## src/hw/rtl/uic_pkg.sv

```systemverilog
package uic_pkg;

  // Largest Ethernet frame the block will build, in bytes
  localparam int FRAME_BYTES = 4096;

  // Ethernet + IPv4 + UDP header bytes in front of the payload
  localparam int HDR_BYTES   = 42;
  // IPv4 + UDP header bytes counted in the IPv4 total length
  localparam int IP_UDP_HDR  = 28;
  // UDP header bytes counted in the UDP length
  localparam int UDP_HDR     = 8;

  // Payload byte counter
  localparam int COUNT_W     = 13;
  localparam int COUNT_MAX   = (1 << COUNT_W) - 1;
  // First count at which a further byte no longer fits in the frame
  localparam int COUNT_LIMIT = (FRAME_BYTES - HDR_BYTES < COUNT_MAX) ?
                               (FRAME_BYTES - HDR_BYTES) : COUNT_MAX;

  // Payload sum: at most COUNT_MAX bytes, half of them shifted by 8
  localparam int SUM_W       = 29;
  // Raw checksum accumulation before folding
  localparam int ACC_W       = 30;

  // Fixed header words
  localparam logic [15:0] IP_VER_IHL   = 16'h4500;
  localparam logic [15:0] IP_TTL_PROTO = 16'h4011;
  localparam logic [15:0] UDP_PROTO    = 16'h0011;

  // Configuration port
  localparam int CFG_IDX_W  = 1;
  localparam int CFG_DATA_W = 32;

  typedef enum logic [CFG_IDX_W-1:0] {
    CFG_SRC_IP   = 1'b0,
    CFG_SRC_PORT = 1'b1
  } cfg_idx_e;

  // One input item
  typedef struct packed {
    logic [7:0]  payload_byte;
    logic        has_byte;
    logic        last_byte;
    logic [31:0] dst_ip;
    logic [15:0] dst_port;
  } in_item_t;

  // One result item
  typedef struct packed {
    logic [15:0] ip_checksum;
    logic [15:0] udp_checksum;
    logic [11:0] ip_total_length;
    logic [11:0] udp_length;
    logic [12:0] frame_length;
    logic [15:0] src_port_used;
    logic        too_long;
  } result_t;

  // Finished packet handed from the accumulator to the header stage
  typedef struct packed {
    logic [SUM_W-1:0]   sum;
    logic [COUNT_W-1:0] count;
    logic               overflow;
    logic [31:0]        dst_ip;
    logic [15:0]        dst_port;
  } pkt_t;

  // Ones-complement fold of a raw sum down to 16 bits
  function automatic logic [15:0] fold16(input logic [ACC_W-1:0] s);
    logic [16:0] s1;
    logic [16:0] s2;
    s1 = 17'(s[15:0]) + 17'(s[ACC_W-1:16]);
    s2 = 17'(s1[15:0]) + 17'(s1[16]);
    return s2[15:0];
  endfunction

endpackage

```

## src/hw/rtl/uic_in_if.sv

```systemverilog
interface uic_in_if;
  import uic_pkg::*;

  logic     valid;
  logic     ready;
  in_item_t payload;

  modport source (output valid, output payload, input ready);
  modport sink   (input valid, input payload, output ready);
endinterface

```

## src/hw/rtl/uic_out_if.sv

```systemverilog
interface uic_out_if;
  import uic_pkg::*;

  logic    valid;
  logic    ready;
  result_t payload;

  modport source (output valid, output payload, input ready);
  modport sink   (input valid, input payload, output ready);
endinterface

```

## src/hw/rtl/uic_hdr_calc.sv

```systemverilog
module uic_hdr_calc (
  input  uic_pkg::pkt_t    pkt_i,
  input  logic [31:0]      src_ip_i,
  input  logic [15:0]      src_port_i,
  output uic_pkg::result_t res_o
);
  import uic_pkg::*;

  logic [ACC_W-1:0] tlen;
  logic [ACC_W-1:0] ulen;
  logic [ACC_W-1:0] flen;
  logic [15:0]      sport;
  logic [ACC_W-1:0] addr_sum;
  logic [ACC_W-1:0] ip_sum;
  logic [ACC_W-1:0] udp_sum;

  // Lengths from the payload count
  assign tlen = ACC_W'(pkt_i.count) + ACC_W'(IP_UDP_HDR);
  assign ulen = ACC_W'(pkt_i.count) + ACC_W'(UDP_HDR);
  assign flen = ACC_W'(pkt_i.count) + ACC_W'(HDR_BYTES);

  // Unbound source port falls back to the destination port
  assign sport = (src_port_i != 16'd0) ? src_port_i : pkt_i.dst_port;

  // Address words shared by both checksums
  assign addr_sum = ACC_W'(src_ip_i[31:16]) + ACC_W'(src_ip_i[15:0])
                  + ACC_W'(pkt_i.dst_ip[31:16]) + ACC_W'(pkt_i.dst_ip[15:0]);

  // IPv4 header: fixed words, total length and addresses
  assign ip_sum = ACC_W'(IP_VER_IHL) + ACC_W'(IP_TTL_PROTO) + tlen + addr_sum;

  // UDP: pseudo-header, UDP header (length twice) and payload
  assign udp_sum = addr_sum + ACC_W'(UDP_PROTO) + ulen + ulen
                 + ACC_W'(sport) + ACC_W'(pkt_i.dst_port) + ACC_W'(pkt_i.sum);

  // Oversized packet reports only the flag
  always_comb begin
    res_o = '0;
    if (pkt_i.overflow) begin
      res_o.too_long = 1'b1;
    end else begin
      res_o.ip_checksum     = ~fold16(ip_sum);
      res_o.udp_checksum    = ~fold16(udp_sum);
      res_o.ip_total_length = tlen[11:0];
      res_o.udp_length      = ulen[11:0];
      res_o.frame_length    = flen[12:0];
      res_o.src_port_used   = sport;
    end
  end

endmodule

```

## src/hw/rtl/udp_ipv4_checksum_builder.sv

```systemverilog
// UDP/IPv4 checksum builder. Payload bytes stream in on in_i at one transfer
// per clock while in_i.ready is high; each byte is added to a ones-complement
// running sum (even offsets as the high byte of a big-endian word) and counted.
// The last_byte transfer (with or without a byte) closes the packet into pkt_q,
// then out_o registers its header values: IPv4 header checksum, UDP checksum
// with pseudo-header, IPv4/UDP/frame lengths and the UDP source port used. The
// accumulator add sets the rate, one byte per cycle unless out_o stalls; the
// header stage is pipelined so a new packet can start right after the last one
// ends. Bytes that would push the frame past the maximum size are dropped; that
// packet's result carries only too_long. The user must write src_ip and
// src_port through the cfg port while the block is idle; this is not enforced.
module udp_ipv4_checksum_builder (
  input  logic                           clk_i,
  input  logic                           rst_ni,
  input  logic                           cfg_we_i,
  input  logic [uic_pkg::CFG_IDX_W-1:0]  cfg_idx_i,
  input  logic [uic_pkg::CFG_DATA_W-1:0] cfg_wdata_i,
  uic_in_if.sink                         in_i,
  uic_out_if.source                      out_o
);
  import uic_pkg::*;

  localparam logic [COUNT_W-1:0] CountLimit = COUNT_W'(COUNT_LIMIT);

  // Configuration
  logic [31:0] src_ip_q;
  logic [15:0] src_port_q;

  // Running packet state
  logic [SUM_W-1:0]   sum_q, sum_d, sum_n;
  logic [COUNT_W-1:0] cnt_q, cnt_d, cnt_n;
  logic               ovf_q, ovf_d, ovf_n;
  logic [SUM_W-1:0]   byte_add;
  logic               refuse;

  // Pipeline
  logic     pkt_vld_q, pkt_vld_d;
  pkt_t     pkt_q, pkt_d;
  logic     out_vld_q, out_vld_d;
  result_t  res_q, res_d;
  in_item_t item;
  logic     in_xfer;
  logic     out_adv;
  logic     pkt_move;

  assign item     = in_i.payload;
  assign out_adv  = !out_vld_q || out_o.ready;
  assign pkt_move = pkt_vld_q && out_adv;
  assign in_i.ready = rst_ni && (!pkt_vld_q || out_adv);
  assign in_xfer  = in_i.valid && in_i.ready;

  // Byte placement in the 16-bit word and the frame size check
  assign byte_add = cnt_q[0] ? SUM_W'(item.payload_byte)
                             : SUM_W'({item.payload_byte, 8'h00});
  assign refuse   = ovf_q || (cnt_q >= CountLimit);

  // Accumulator update for the incoming transfer
  always_comb begin
    sum_n = sum_q;
    cnt_n = cnt_q;
    ovf_n = ovf_q;
    if (item.has_byte) begin
      if (refuse) begin
        ovf_n = 1'b1;
      end else begin
        sum_n = sum_q + byte_add;
        cnt_n = cnt_q + COUNT_W'(1);
      end
    end
  end

  // Next accumulator and packet stage
  always_comb begin
    sum_d     = sum_q;
    cnt_d     = cnt_q;
    ovf_d     = ovf_q;
    pkt_vld_d = pkt_move ? 1'b0 : pkt_vld_q;
    pkt_d     = pkt_q;
    if (in_xfer) begin
      if (item.last_byte) begin
        sum_d          = '0;
        cnt_d          = '0;
        ovf_d          = 1'b0;
        pkt_vld_d      = 1'b1;
        pkt_d.sum      = sum_n;
        pkt_d.count    = cnt_n;
        pkt_d.overflow = ovf_n;
        pkt_d.dst_ip   = item.dst_ip;
        pkt_d.dst_port = item.dst_port;
      end else begin
        sum_d = sum_n;
        cnt_d = cnt_n;
        ovf_d = ovf_n;
      end
    end
  end

  assign out_vld_d = out_adv ? pkt_vld_q : out_vld_q;

  // Header fields from the finished packet
  uic_hdr_calc u_hdr_calc (
    .pkt_i      (pkt_q),
    .src_ip_i   (src_ip_q),
    .src_port_i (src_port_q),
    .res_o      (res_d)
  );

  // Control state and configuration
  always_ff @(posedge clk_i or negedge rst_ni) begin
    if (!rst_ni) begin
      src_ip_q   <= '0;
      src_port_q <= '0;
      sum_q      <= '0;
      cnt_q      <= '0;
      ovf_q      <= 1'b0;
      pkt_vld_q  <= 1'b0;
      out_vld_q  <= 1'b0;
    end else begin
      if (cfg_we_i) begin
        case (cfg_idx_e'(cfg_idx_i))
          CFG_SRC_IP:   src_ip_q   <= cfg_wdata_i[31:0];
          CFG_SRC_PORT: src_port_q <= cfg_wdata_i[15:0];
          default: ;
        endcase
      end
      sum_q     <= sum_d;
      cnt_q     <= cnt_d;
      ovf_q     <= ovf_d;
      pkt_vld_q <= pkt_vld_d;
      out_vld_q <= out_vld_d;
    end
  end

  // Payload registers
  always_ff @(posedge clk_i) begin
    pkt_q <= pkt_d;
    if (pkt_move) begin
      res_q <= res_d;
    end
  end

  assign out_o.valid   = out_vld_q;
  assign out_o.payload = res_q;

endmodule

```

## src/flat_wrapper.sv

```systemverilog
// flat-port wrapper written by rule: the top's interface ports become plain ports
module udp_ipv4_checksum_builder_flat import uic_pkg::*;
  (clk_i, rst_ni, cfg_we_i, cfg_idx_i, cfg_wdata_i, in_i_valid, in_i_payload, in_i_ready, out_o_valid, out_o_payload, out_o_ready);
  uic_in_if in_i_i ();
  uic_out_if out_o_i ();
  input  logic clk_i;
  input  logic rst_ni;
  input  logic cfg_we_i;
  input  logic [uic_pkg::CFG_IDX_W-1:0] cfg_idx_i;
  input  logic [uic_pkg::CFG_DATA_W-1:0] cfg_wdata_i;
  input wire logic [$bits(in_i_i.valid)-1:0] in_i_valid;
  input wire logic [$bits(in_i_i.payload)-1:0] in_i_payload;
  output wire logic [$bits(in_i_i.ready)-1:0] in_i_ready;
  output wire logic [$bits(out_o_i.valid)-1:0] out_o_valid;
  output wire logic [$bits(out_o_i.payload)-1:0] out_o_payload;
  input wire logic [$bits(out_o_i.ready)-1:0] out_o_ready;
  assign in_i_i.valid = in_i_valid;
  assign in_i_i.payload = in_i_payload;
  assign in_i_ready = in_i_i.ready;
  assign out_o_valid = out_o_i.valid;
  assign out_o_payload = out_o_i.payload;
  assign out_o_i.ready = out_o_ready;
  udp_ipv4_checksum_builder u_core (.clk_i(clk_i), .rst_ni(rst_ni), .cfg_we_i(cfg_we_i), .cfg_idx_i(cfg_idx_i), .cfg_wdata_i(cfg_wdata_i), .in_i(in_i_i), .out_o(out_o_i));
endmodule
```

## config.mk

```make
export PLATFORM = sky130hd
export DESIGN_NAME = udp_ipv4_checksum_builder_flat
export DESIGN_NICKNAME = d
export VERILOG_FILES = /design/src/hw/rtl/uic_pkg.sv /design/src/hw/rtl/uic_in_if.sv /design/src/hw/rtl/uic_out_if.sv /design/src/hw/rtl/uic_hdr_calc.sv /design/src/hw/rtl/udp_ipv4_checksum_builder.sv /design/src/flat_wrapper.sv
export SDC_FILE = /design/constraint.sdc
export NUM_CORES = 1
export LEC_CHECK = 0
export ABC_CLOCK_PERIOD_IN_PS = 10700
export BUFFER_PORTS_ARGS = -buffer_cell sky130_fd_sc_hd__buf_2
export CAP_MARGIN = 20
export CELL_PAD_IN_SITES_DETAIL_PLACEMENT = 2
export CELL_PAD_IN_SITES_GLOBAL_PLACEMENT = 2
export CORE_ASPECT_RATIO = 0.5
export CORE_MARGIN = 1.5
export CORE_UTILIZATION = 39
export DETAILED_ROUTE_END_ITERATION = 10
export GPL_TIMING_DRIVEN = 0
export PLACE_DENSITY_LB_ADDON = 0.1
export SYNTH_ARGS = -nofsm -noshare
export SYNTH_HDL_FRONTEND = slang
export SYNTH_SLANG_ARGS = --single-unit
```

## constraint.sdc

```tcl
create_clock -name clk_i -period 10.7 [get_ports clk_i]
set_input_delay 1.07 -clock clk_i [delete_from_list [all_inputs] [get_ports clk_i]]
set_output_delay 1.07 -clock clk_i [all_outputs]
set_load 0.01 [all_outputs]
```

==> run metrics, run 1 <==
row cnt=55; Post-Syn Area=18,300 um2; critical path class=flip-flop to flip-flop; final hold vios=0; synth top area cells=edfxtp_1, dfrtp_1, ha_1; pin count of the biggest net entering global routing=63; Post-CTS Hold Buffers=0; Layout Skew=0.0565 ns; CTS sink cnt=267; worst slew pin tran=1.12 ns; post-placement cell count=2,576; fin cells=2,635; Bufs on Longest Clock Path=3; CTS clk-pin slew, worst paths=0.07 ns; Via Count=14,506; initial antenna violation count=1; wire length of the first global-routing pass=95.1 mm; post-route ant nets=0; layout cells sized above 1=17.3%; sequential area share after synthesis=41.2%; Area growth, synth to finish=16.4%; Final nets=2,301; met2 Use GR=43.5%; die area=48,400 um2; GRT Residual Overflow=0; GRT busiest layer=met2; Crit path largest cell delay=0.55 ns; CP max stage cell=fa_1; area of the multi-input gates=10,000 um2; Post-Syn Instances=1,763; Routed WL=63.9 mm; DRC errors left=0; die width=310 um; final period utilization=96.5%; EDFF count, synth=174; most instantiated library cell after synthesis=inv_1; outcome=completed; top cells by count, synth=inv_1, edfxtp_1, ha_1; initial drt markers=873; synth warn=0; nature of the critical path endpoint=flip-flop; Max-slew headroom=25.0%; Arr. time, crit path=10.74 ns; CP required=11.11 ns; cell mode on critical path=fa_1; f_max=96.8 MHz; CTS tree=built; Reg2Reg Depth=43; max-cap violation count=0; post-DP HPWL=50.5 mm; Net Count, Synth=2,078; Synth area leader=edfxtp_1; GPL Wtd Cong=0.889; diode count=0; routed len/inst=24.3 um; CTS Root Cell=clkbuf_16; htree depth=1; CTS buffer count=28; IO buf count=182; number of global-route vias before repair=15,640; async set-reset flop share out of synthesis=34.8%; FILL cells=4,807; startpoint types=flip-flop; Clk Latency, worst-skew pair=0.61 ns; vias per cell=5.51; all-layer global routing usage=26.3%; 1st-pass router iterations=4; GR Util met1=36.2%; Most used DFF post-synth=edfxtp_1; Synth cell types=80; num ports=184; post-synth top area share=28.5%; die height=156 um; number of synthesized register bits=267; Initial Util=40.0%; Worst Hold Class=input port to async pin; CP max FO=5; Slew Viols, Final=0; final setup violating endpoints=0; core area=45,800 um2; Storage cell area=7550 um2; fin crit period=10.33 ns; grt met3 use=4.82%; Avg Cell Area, Syn=10.4 um2
cell type report:
cell class                 count  share of cell area [%]
buffer                        50                   0.937
clock buffer                  36                    3.61
clock inverter                16                   0.697
inverter                     215                    3.79
multi-input combinational   1231                    47.0
sequential                   267                    35.4
tap                          627                    3.67
timing repair buffer         193                    4.95
worst max-delay path: cells and delay by family, from the launching register on:
family	cells	cell delay, ns
AND/OR/NAND/NOR	10	1.72
AO/OA/AOI/OAI	15	2.93
buffers and inverters	5	0.35
adder cells (fa/ha/maj)	11	4.28
flip-flops	1	0.35
XOR/XNOR	2	0.53
cell families after synthesis:
group	share of synthesized area (%)
buffers and inverters	5.49
and+or+nand+nor	13.2
AOI/OAI and AO/OA	12.9
adders and majority gates	18.2
DFF	41.2
muxes	2.39
xor gates and xnor gates	6.62
metrics by stage:
step	utilization, %	setup TNS, ns	hold slack (ns)	setup WS [ns]	instance area (um2)
global route	46.6	-0.0524	0.461	-0.0524	21400
CTS	46.2	0	0.437	0.00382	21200
detailed placement	43.9	-5.62	0.492	-0.834	20100
floorplan	-	0	0.449	1.34	18300
global placement	43.7	-15.30	0.463	-1.50	20000
finish	46.6	0	0.444	0.371	21400
final timing paths:
kind	from	end	slack, ns
worst max-delay path	u_core.pkt_q[18]	u_core.out_o.payload[68]	0.37
worst min-delay path	rst_ni	u_core.sum_q[14]	0.44
worst max register to register	u_core.pkt_q[18]	u_core.out_o.payload[68]	0.37
worst min register to register	u_core.pkt_vld_q	u_core.out_o.valid	0.51
max in group asynchronous	rst_ni	u_core.src_port_q[1]	9.47
min in group clk_i	u_core.pkt_vld_q	u_core.out_o.valid	0.51
state kept, by name (all words and copies together), names as in the netlist:
register / flops
u_core.src_port_q: 16
u_core.pkt_q: 91
u_core.cnt_q: 13
u_core.sum_q: 29
u_core.out_o.valid: 1
u_core.pkt_vld_q: 1
u_core.ovf_q: 1
u_core.src_ip_q: 32
u_core.out_o.payload: 83
repair_timing:
item,4_1_cts,5_1_grt
buffers inserted,2,5
setup endpoints to repair,11,15
resized for setup,20,29
pin swaps,1,9
layer usage:
metal	vias to the layer above	share of wire, %
li1	6620	-
met1	7530	47
met2	280	47
met3	76	4.5
met4	0	1.9
met5	-	0
cells in the final DEF (no fill, tap or decap), drive strengths merged, types with 39 or more instances in the layout:
| cell type | n |
|---|---|
| inv | 216 |
| buf | 202 |
| edfxtp | 174 |
| ha | 139 |
| nor2 | 121 |
| nand2 | 106 |
| dfrtp | 93 |
| o21ai | 87 |
| xnor2 | 86 |
| a21oi | 83 |
| fa | 80 |
| clkbuf | 77 |
| xor2 | 51 |
| nand3 | 39 |
Power of run 1 is not shown: default switching activity piles up to over one toggle a cycle in this logic, so the estimate is an artifact.
==> run 2, diff against run 1 <==
--- a/config.mk
+++ b/config.mk
@@ -5,6 +5,7 @@
 export SDC_FILE = /design/constraint.sdc
 export NUM_CORES = 1
 export LEC_CHECK = 0
+export ABC_AREA = 1
 export ABC_CLOCK_PERIOD_IN_PS = 10700
 export BUFFER_PORTS_ARGS = -buffer_cell sky130_fd_sc_hd__buf_2
 export CAP_MARGIN = 20
@@ -12,7 +13,7 @@
 export CELL_PAD_IN_SITES_GLOBAL_PLACEMENT = 2
 export CORE_ASPECT_RATIO = 0.5
 export CORE_MARGIN = 1.5
-export CORE_UTILIZATION = 39
+export CORE_UTILIZATION = 37
 export DETAILED_ROUTE_END_ITERATION = 10
 export GPL_TIMING_DRIVEN = 0
 export PLACE_DENSITY_LB_ADDON = 0.1
==> run metrics, run 2 <==
outcome=completed; core area=49,100 um2; synth warn=0; worst slew pin tran=0.962 ns; CP endpoint=u_core.out_o.payload[66]; CP max FO=5; max reg flops=91; CTS sink cnt=267; cell mode on critical path=nor2_1; top routing layer in use=met5; Finished Cell Area=21,500 um2; Via Count=15,589; Synth cell types=50; number of global-route vias before repair=17,232; Worst Hold Class=input port to async pin; Routed WL=66.9 mm; Cell Area, Placed=20,500 um2; Synth area leader=edfxtp_1; num ports=184; htree depth=1; Area growth, synth to finish=15.8%; post-DP HPWL=54.9 mm; DRT met1 WL=31.1 mm; Crit path largest cell delay=0.55 ns; synth top area cells=edfxtp_1, dfrtp_1, ha_1; GPL Wtd Cong=0.879; CP startpoint=u_core.pkt_q[33]; number of synthesized register bits=267; initial antenna violation count=2; f_max=100 MHz; most common cell after layout, fill and taps aside=nand2_1; die area=51,700 um2; Clk Latency, worst-skew pair=0.62 ns; diode count=0; fin crit period=9.97 ns; WL met2=31.5 mm; Arr. time, crit path=10.32 ns; largest reg by FF count=u_core.pkt_q; Layout Skew=0.0224 ns; layout cells sized above 1=13.5%; Bufs on Longest Clock Path=3; Reg2Reg Depth=51; Worst R2R End=u_core.out_o.payload[66]; Initial Util=37.9%; Final Util=43.9%; final hold vios=0; startpoint types=flip-flop; worst reg2reg path startpoint=u_core.pkt_q[33]; Worst R2R Setup Slack=0.73 ns; CTS tree=built; CTS clk-pin slew, worst paths=0.08 ns; DR WL met3=3.05 mm; most instantiated library cell after synthesis=nand2_1; async set-reset flop share out of synthesis=34.8%; all-layer global routing usage=26.0%; vias per cell=5.12; sequential area share after synthesis=40.6%; Slew Viols, Final=0; GRT Residual Overflow=0; CP max stage cell=fa_1; post-synth top area share=28.1%; IO buf count=183; Net Count, Synth=2,465; row cnt=57; initial drt markers=917; 1st-pass router iterations=5; Most used DFF post-synth=edfxtp_1; die width=320 um; CTS buffer count=27; Post-Syn Instances=2,150; Max-slew headroom=35.9%; routed len/inst=22.0 um; critical path class=flip-flop to flip-flop; CTS Root Cell=clkbuf_16; CP required=11.05 ns; wire length of the first global-routing pass=102 mm; nature of the critical path endpoint=flip-flop; Final nets=2,692; pin count of the biggest net entering global routing=64; EDFF count, synth=174; Avg Cell Area, Syn=8.65 um2; final period utilization=93.2%; max-cap violation count=0; post-route ant nets=0; final setup violating endpoints=0; die height=162 um; DRC errors left=0; top cells by count, synth=nand2_1, inv_1, edfxtp_1; Post-Syn Area=18,600 um2; most frequent cells in the layout=nand2_1, inv_1, buf_2, edfxtp_1, nor2_1
-- run 2: repair_timing --
item,4_1_cts,5_1_grt
resized for setup,0,24
endpoints found under the setup margin,0,10
buffers inserted,0,8
hold buffers,0,0
-- run 2: worst max-delay path, delay by kind of cell, from the launching register on --
| family | cells | cell delay [ns] |
|---|---|---|
| and+or+nand+nor | 23 | 2.89 |
| DFF | 1 | 0.38 |
| AOI/OAI and AO/OA | 6 | 1.04 |
| xor gates and xnor gates | 3 | 0.51 |
| adders and majority gates | 11 | 4.28 |
| buffers and inverters | 8 | 0.61 |
-- run 2: kinds of logic (layout without fill, tap and decap cells) --
group                      after synthesis  count (layout)  synth area share (%)
DFF                                    267             267                  40.6
xor gates and xnor gates                95              95                  4.57
and+or+nand+nor                        795             795                  18.3
AOI/OAI and AO/OA                      312             312                  9.07
muxes                                    3               3                 0.182
adders and majority gates              219             219                  18.0
buffers and inverters                  459             707                  9.33
-- run 2: how the worst min path moves through the flow --
stage	from	end	depth (start not counted)
final	rst_ni	u_core.src_ip_q[22]	1
after global routing	rst_ni	u_core.src_ip_q[21]	1
after CTS	rst_ni	u_core.src_ip_q[22]	1
after detailed placement	u_core.src_ip_q[7]	u_core.src_ip_q[7]	2
after global placement	u_core.pkt_vld_q	u_core.out_o.valid	2
after floorplan	u_core.pkt_q[48]	u_core.out_o.payload[0]	0
-- run 2: area by class of cell --
class                      instances  area, um2
fill                            5540      27500
multi-input combinational       1424       9480
sequential                       267       7550
inverter                         422       1580
timing repair buffer             198       1130
tap                              649        812
clock buffer                      35        726
buffer                            37        151
clock inverter                    15       96.3
-- run 2: through the flow --
stage | setup WS [ns] | hold slack, ns | setup TNS (ns) | std cells
after detailed placement | 0.0921 | 0.485 | 0 | 2989
after floorplan | 2.16 | 0.424 | 0 | 2150
final | 0.726 | 0.423 | 0 | 3047
after global routing | -0.101 | 0.428 | -0.101 | 3047
after global placement | 0.291 | 0.441 | 0 | 2982
after CTS | 0.0840 | 0.424 | 0 | 3039
-- run 2: routing by layer --
| metal | global-route usage (%) | up-vias |
|---|---|---|
| met1 | 35.5 | 7898 |
| met5 | 0 | - |
| met4 | 5.11 | 2 |
| li1 | - | 7357 |
| met2 | 43.9 | 259 |
| met3 | 4.06 | 73 |
Power of run 2 is left out for the same reason.
